File: config.mk
export PLATFORM = sky130hd
export DESIGN_NAME = fpa_out_skid
export DESIGN_NICKNAME = d
export VERILOG_FILES = /design/src/rtl/fpa_out_skid.sv
export SDC_FILE = /design/constraint.sdc
export NUM_CORES = 1
export LEC_CHECK = 0
export BUFFER_PORTS_ARGS = -buffer_cell sky130_fd_sc_hd__buf_2
export CORE_AREA = 4 4 87 89
export CTS_CLUSTER_DIAMETER = 120
export DETAILED_ROUTE_END_ITERATION = 7
export DIE_AREA = 0 0 91 93
export GPL_TIMING_DRIVEN = 1
export SETUP_SLACK_MARGIN = 0.2
export SLEW_MARGIN = 0
export SYNTH_ARGS = -nofsm -noshare
export SYNTH_HDL_FRONTEND = slang
export SYNTH_SLANG_ARGS = --single-unit
File: constraint.sdc
create_clock -name clk -period 4.8 [get_ports clk]
set_input_delay 0.96 -clock clk [delete_from_list [all_inputs] [get_ports clk]]
set_output_delay 0.96 -clock clk [all_outputs]
set_load 0.01 [all_outputs]
File: src/rtl/fpa_out_skid.sv
// Output register with a skid entry, so the pipeline keeps moving while a result waits and the skid entry is free.
// No package dependency; used by the top level.
module fpa_out_skid #(
	parameter int WIDTH = 35
) (
	input  logic             clk,
	input  logic             arst_n,
	input  logic             in_valid,
	input  logic [WIDTH-1:0] in_data,
	output logic             advance,
	output logic             out_valid,
	output logic [WIDTH-1:0] out_data,
	input  logic             out_ready
);

	logic             out_valid_q;
	logic [WIDTH-1:0] out_data_q;
	logic             skid_valid_q;
	logic [WIDTH-1:0] skid_data_q;
	logic             take;
	logic             drain;

	// Pipeline moves whenever the skid entry is free
	assign advance   = !skid_valid_q;
	assign take      = in_valid && advance;
	assign drain     = out_ready || !out_valid_q;
	assign out_valid = out_valid_q;
	assign out_data  = out_data_q;

	// Hold control state
	always_ff @(posedge clk or negedge arst_n) begin
		if (!arst_n) begin
			out_valid_q  <= 1'b0;
			skid_valid_q <= 1'b0;
		end else if (drain) begin
			out_valid_q  <= skid_valid_q || take;
			skid_valid_q <= 1'b0;
		end else if (take) begin
			skid_valid_q <= 1'b1;
		end
	end

	// Move payload into the output register or park it in the skid entry
	always_ff @(posedge clk) begin
		if (drain) begin
			out_data_q <= skid_valid_q ? skid_data_q : in_data;
		end else if (take) begin
			skid_data_q <= in_data;
		end
	end

endmodule
==> results.toml <==
[run_status]
outcome = "completed"

[yosys]
synth.area.top_cells = "edfxtp_1, mux2_4, mux2_2"
synth.top_cells.by_count = "edfxtp_1, mux2_2, mux2_4"
synth_top_area_share = 0.785
yosys_warnings = 0
synthesis.instances = 117
ys_seq_area_frac = 0.804
synth.distinct_cells = 11
synth_compound_area_frac = 0
synthAdderAreaFrac = 0
syn_area_per_cell_um2 = 22.9
synth-main-ff-cell = "edfxtp_1"
synth_area_leader_cell = "edfxtp_1"
synth.most_common_cell = "edfxtp_1"
synth_xor_area_frac = 0
synth_top_family_by_area = "multiplexers"
synth_simple_gate_area_share = 0.00935
ys_seq_elements = 72
syn_area_mm2 = 0.00268
syn-num-nets = 156
synth_mux_area_frac = 0.171
async_flop_share = 0.0278
synth-edff-count = 70

[finish]
nets = 239
num-fill-cells = 575
drive_gt1_frac = 0.610
syn2layout_area_growth_pct = 24.7
antenna_cells = 0
final_core_util = 0.494
regArea_mm2 = 0.00215
multiInputGateArea_um2 = 497

[sta]
tightestPinTransition_ns = 1.00
finalSetupTns_ns = 0
finalHoldViolCount = 0
finClkSkew_ns = 0.00612
slew_violations = 0
setup_violations = 0
max_slew_margin = 0.332
grt_setup_unrepaired = "false"
period_needed_ns = 2.98
max_freq_ghz = 0.335
finalCritPeriodShare = 0.622

[clocking]
cts_root_buf = "clkbuf_8"
clk_pin_slew_ns = 0.07
cts.sinks = 72
holdBufCountCts = 0
htree_levels = 3
postCtsSetupBuffers = 0
clk_path_buf_depth = 2
cts_resized = 0
cts_buffers = 9
clkLatencyLatePin_ns = 0.33
cts_tree = "built"

[routing]
drcViolationCount = 0
antenna_left = 0
post_drt_via_cell_ratio = 4.65
vias = 1324
wl_per_cell_um = 16.5
dr.pass1.iters = 4
drt_iter0_markers = 53
wirelength_um = 4720

[placed_design]
globalplace.congestion = 0.714
io_buffers = 75
post-dp-hpwl_um = 3390

[run]
maxCapViolCount = 0

[setup_path]
crit_family = "simple AND/OR/NAND/NOR gates"
path_buf_inv = 2
cp_slowest_stage_delay_ns = 0.92
critPathKind = "primary input to register"
cp-start-kind = "primary input"
path_max_fanout = 38
required_ns = 4.82
critPathCaptureType = "register"
path_cells = "buf_2 -> nand2b_2 -> nor3b_4 -> buf_4"
slowest_stage = "nor3b_4"
critPathArrivalTime_ns = 3.00

[die]
rows = 30
fp.dieW_um = 91
start_util = 0.396
core_area_mm2 = 0.00676
die_area_mm2 = 0.00846
dieHeight_um = 93
ioPinCount = 76

[power_and_ir_drop]
pwr_density_cell_mw_per_mm2 = 412
power.internal_mw = 1.10
sequentialPowerShare = 0.556
leakage_nw = 1.30
switching_share = 0.203
p_switching_mw = 0.279
power_frac_clock = 0.354
vdd_drop_max_mv = 0.129
p_comb_frac = 0.090

[hold_path]
hp-class = "primary input to asynchronous set/reset pin"

[grt]
globalRoute.totalOverflow = 0
grt_max_degree = 39
grt_pass1_vias = 1438
grt_pass1_wl_um = 7300
globalRouteTotalUtil = 0.118
antenna_found_initial = 0
[worst paths after layout]
path | from | to | depth (start not counted) | slack (ns)
max | out_ready | skid_data_q[12]$_DFFE_PP_ | 4 | 1.82
min | arst_n | skid_valid_q$_DFFE_PN0P_ | 1 | 0.40
max reg2reg | out_valid$_DFFE_PN0P_ | skid_data_q[12]$_DFFE_PP_ | 3 | 2.29
min reg2reg | skid_data_q[22]$_DFFE_PP_ | out_data[22]$_DFFE_PP_ | 1 | 0.55
max in group asynchronous | arst_n | skid_valid_q$_DFFE_PN0P_ | 1 | 4.30
min in group clk | skid_data_q[22]$_DFFE_PP_ | out_data[22]$_DFFE_PP_ | 1 | 0.55
[power by group through the flow]
stage,combinational (mW),sequential (mW),clock (mW)
2_1_floorplan,0.0622,0.784,0
3_3_place_gp,0.123,0.778,0
3_5_place_dp,0.127,0.780,0
4_1_cts,0.127,0.766,0.502
5_1_grt,0.135,0.770,0.531
6_report,0.124,0.765,0.487
[cell type report]
type	instances	area share
clock buffer	11	0.0393
clock inverter	5	0.0214
sequential	72	0.645
inverter	1	0.00112
timing repair buffer	76	0.115
multi-input combinational	40	0.149
tap	80	0.0300
[worst register-to-register path, stage by stage (launching register included)]
cell	delay [ns]
dfrtp_1	0.36
nand2b_2	0.52
nor3b_4	0.93
buf_4	0.39
[metrics by stage]
step                      cells  power [mW]  hold slack (ns)  setup slack, ns  area [µm²]
after floorplan             117       0.846            0.523            0.994        2680
after global placement      269       0.901            0.526             1.47        3140
after detailed placement    269       0.907            0.535             1.37        3140
after CTS                   285        1.40            0.384             1.74        3340
after global routing        285        1.43            0.385             1.60        3340
final                       285        1.38            0.398             1.82        3340
[routing by layer]
metal	share of wire	track usage
met2	0.53	0.196
met5	0	0
met3	0.071	0.0362
met4	0.029	0.0829
met1	0.37	0.129
[flip-flops by register name, summed over array words and instances (netlist names)]
| name | count |
|---|---|
| out_data | 35 |
| skid_data_q | 35 |
| out_valid | 1 |
| skid_valid_q | 1 |
[cell families after synthesis]
group	Yosys count
flip-flops	72
multiplexers	35
buffers and inverters	5
AND/OR/NAND/NOR	5
[layout by cell type, fill, tap and decap left out, drive strengths merged]
| cell | n |
|---|---|
| buf | 76 |
| bufinv | 2 |
| clkbuf | 11 |
| clkinv | 3 |
| dfrtp | 2 |
| edfxtp | 70 |
| inv | 1 |
| mux2 | 35 |
| nand2 | 1 |
| nand2b | 1 |
| nor2 | 2 |
| nor3b | 1 |
Note: power is estimated with default switching activity, not from simulation.
