--- src/rtl/fpa_div_step.sv ---
// One restoring-division stage: produces one quotient bit per cycle while en is high.
// No package dependency; instantiated once per quotient bit by the top level.
module fpa_div_step #(
	parameter int DATA_WIDTH = 32,
	parameter int QUO_WIDTH  = 40
) (
	input  logic                  clk,
	input  logic                  en,
	input  logic [QUO_WIDTH-1:0]  num_i,
	input  logic [DATA_WIDTH-1:0] rem_i,
	input  logic [QUO_WIDTH-1:0]  quo_i,
	input  logic [DATA_WIDTH-1:0] den_i,
	output logic [QUO_WIDTH-1:0]  num_o,
	output logic [DATA_WIDTH-1:0] rem_o,
	output logic [QUO_WIDTH-1:0]  quo_o,
	output logic [DATA_WIDTH-1:0] den_o
);

	logic [DATA_WIDTH:0]   rem_shift;
	logic [DATA_WIDTH:0]   rem_diff;
	logic                  fits;
	logic [DATA_WIDTH-1:0] rem_next;

	// Shift in the next dividend bit and trial-subtract the divisor
	always_comb begin
		rem_shift = {rem_i, num_i[QUO_WIDTH-1]};
		rem_diff  = rem_shift - {1'b0, den_i};
		fits      = rem_shift >= {1'b0, den_i};
		rem_next  = fits ? rem_diff[DATA_WIDTH-1:0] : rem_shift[DATA_WIDTH-1:0];
	end

	// Advance the partial result
	always_ff @(posedge clk) begin
		if (en) begin
			num_o <= {num_i[QUO_WIDTH-2:0], 1'b0};
			rem_o <= rem_next;
			quo_o <= {quo_i[QUO_WIDTH-2:0], fits};
			den_o <= den_i;
		end
	end

endmodule

--- config.mk ---
export PLATFORM = sky130hd
export DESIGN_NAME = fpa_div_step
export DESIGN_NICKNAME = d
export VERILOG_FILES = /design/src/rtl/fpa_div_step.sv
export SDC_FILE = /design/constraint.sdc
export NUM_CORES = 1
export LEC_CHECK = 0
export ABC_AREA = 1
export BUFFER_PORTS_ARGS = -buffer_cell sky130_fd_sc_hd__buf_2
export CAP_MARGIN = 10
export CORE_ASPECT_RATIO = 0.75
export CORE_UTILIZATION = 50
export CTS_BUF_LIST = sky130_fd_sc_hd__clkbuf_4 sky130_fd_sc_hd__clkbuf_8 sky130_fd_sc_hd__clkbuf_16
export CTS_CLUSTER_SIZE = 12
export DETAILED_ROUTE_END_ITERATION = 12
export PLACE_DENSITY = 0.82
export SETUP_SLACK_MARGIN = 0.2
export SYNTH_ARGS = -nofsm -noshare
export SYNTH_HDL_FRONTEND = slang
export SYNTH_SLANG_ARGS = --single-unit
--- constraint.sdc ---
create_clock -name clk -period 1.9 [get_ports clk]
set_input_delay 0.095 -clock clk [delete_from_list [all_inputs] [get_ports clk]]
set_output_delay 0.095 -clock clk [all_outputs]
set_load 0.02 [all_outputs]
==> impl_metrics.toml <==
[route]
drc_errors = 0
drtIter0Drc = 556
first_pass_iters = 5
detail-route-antenna-nets = 0
routedWlPerCell_um = 15.3
drt-total-wl_mm = 22.8
num_vias = 7144
vias_per_cell = 4.78

[yosys]
syn_area_per_cell_um2 = 9.41
synthFlopType = "edfxtp_1"
synth_edf_count = 143
synth_fa_ha_area_share_pct = 5.61
synth_seq_cells = 143
synth_top_family_by_area = "simple AND/OR/NAND/NOR gates"
yosysWarnings = 0
synthArstFlopShare_pct = 0
synth-simple-area-share_pct = 25.0
synth_cell_type_count = 31
yosys-top-cells-area = "edfxtp_1 (57%), nand2_1 (14%), inv_1 (7.5%)"
netlist_instances = 797
synth_compound_area_share_pct = 1.63
synth-xor-area-share_pct = 1.63
seq_area_frac_synth_pct = 57.3
synth_area_um2 = 7500
ys_top_cells_by_count = "nand2_1 (276), inv_1 (149), edfxtp_1 (143), nand3_1 (52), nor2_1 (34)"
syn-num-nets = 976
synth_most_common_cell = "nand2_1"
yosysTopAreaCell = "edfxtp_1"
synth_mux_area_share_pct = 0
yosys.area.top_type_share_pct = 57.3

[clocking]
cts_root_buf = "clkbuf_16"
tritoncts = "yes"
post_cts_buffers = 0
clockBufferDepth = 2
htree_num_levels = 4
path_clk_slew_ns = 0.07
numCtsBuffers = 17
clkSinkCount = 143

[setup_path]
cp-start-kind = "input pin"
crit_path_end_kind = "register"
crit_fanout = 3
crit_type = "input pin to register"
critical_path_required_ns = 2.07
crit_arrival_ns = 1.81

[layout]
multi_input_area_um2 = 2630
post-route-cell-area_um2 = 11600
layout-drive-gt1-share_pct = 34.3
diodes = 0
nets = 1461
fill_cells = 982
area_delta_synth_final_pct = 54.1
layout.cells.non_filler = 1495
seq_area_um2 = 4290
final_util_pct = 79.4

[placement]
place_area_um2 = 9710
dp_slack_ns = -0.149
placedCellCount = 1344
dp_hpwl_mm = 16.0
io_buffers = 287
routabilityCongestion = 0.930

[sta]
final_hold_viol_count = 0
whs_ns = 0.00905
min_period_over_period_pct = 86.1
finalMaxSlewViolations = 0
period_minus_slack_ns = 1.64
final.setup.worst_slack_ns = 0.264
setup_viol = 0
rsz0062_at_grt = "false"
timing.fmax_mhz = 611

[pwr]
power-per-cell-area_nw_per_um2 = 824
seq_power_share_pct = 41.1
power_switching_mw = 2.98
clkPwrFrac_pct = 34.0
power_frac_comb_pct = 24.9
power_leakage_nw = 5.83
switching_share_pct = 31.3
vdd_ir_drop_max_uv = 719
cell_internal_pwr_mw = 6.55

[floorplanning]
fp.dieW_um = 143
core-area_um2 = 14500
io_pins = 290
die_h_um = 108
rows = 38
die-area_um2 = 15500
start_util_pct = 51.5

[global_route]
grt_max_degree = 46
grt_pass1_wl_mm = 34.6
grt_pass1_vias = 7053
grt-ovfl-total = 0
grt_usage_pct = 29.8
antenna_found_initial = 0

[worst_hold_path]
hold_class = "input pin to register"
holdPathStages = 3

[job]
drv_cap = 0

[run_status]
outcome = "finished, final reports clean"
==> path summary, 6_finish.rpt <==
kind                       from                   to  slack (ns)
worst min-delay path  rem_i[12]  rem_o[13]$_DFFE_PP_       0.009
worst max-delay path  num_i[39]  rem_o[30]$_DFFE_PP_        0.26
==> state kept, by name, summed over array words and instances, names as in the netlist <==
signal	flops
quo_o	40
den_o	32
num_o	39
rem_o	32
==> worst max-delay path, cell delays in order <==
cell and delay, ns:
buf_2 0.08, inv_1 0.04, ha_1 0.22, fa_2 0.37
inv_1 0.08, buf_4 0.13, nand2_1 0.05, nand3_1 0.11
nand2_1 0.06, nand2_1 0.16, nand2_2 0.12, nand2_1 0.09
nand2_1 0.07, nand3_2 0.07, nand2_1 0.05
==> cell usage in the layout, fill, tap and decap left out, drive strengths merged, types with 6 or more instances in the layout <==
cell and n:
nand3 68, buf 358, dlygate4sd3 119, and2 8, nor2 40, inv 159, ha 32, clkinv 6
nand3b 10, edfxtp 143, nor3 8, nand2 282, clkbuf 17, a21oi 21, xor2 13
==> layer usage <==
layer  global-route usage [%]  share of wire (%)  up-vias
met2                     49.6                 47      310
met4                     7.45                1.2        0
met1                     38.7                 43     3285
met5                        0                  0        -
met3                     8.02                8.7       26
li1                         -                  -     3523
==> cell families (layout without fill, tap and decap cells) <==
family | Yosys count | count (layout)
AOI/OAI and AO/OA | 24 | 24
DFF | 143 | 143
adders and majority gates | 33 | 33
and+or+nand+nor | 419 | 419
buffers and inverters | 163 | 661
other | 1 | 1
xor gates and xnor gates | 14 | 14
==> final cells by class <==
type	instances	area share (%)
Clock buffer	17	3.68
Clock inverter	15	1.27
Inverter	152	4.94
Multi-Input combinational cell	491	22.7
Sequential cell	143	37.2
Tap cell	200	2.17
Timing Repair Buffer	477	28.1
==> power by group through the flow <==
stage	Clock, mW	Combinational, mW	Sequential (mW)
final	3.24	2.37	3.91
after global routing	3.40	2.58	3.94
after CTS	3.26	2.31	3.91
after detailed placement	0	2.10	3.98
after global placement	0	2.06	3.96
after floorplan	0	0.793	4.37
==> per-stage QoR <==
stage | TNS, ns | total power [mW]
after floorplan | 0 | 5.17
after global placement | -1.30 | 6.03
after detailed placement | -3.19 | 6.08
after CTS | 0 | 9.48
after global routing | 0 | 9.92
final | 0 | 9.52
==> repair_timing <==
action	4_1_cts	5_1_grt
endpoints found under the setup margin	0	28
endpoints found under the hold margin	119	0
gates resized for setup	0	21
hold buffers	119	0
Note: power is estimated with default switching activity, not from simulation.
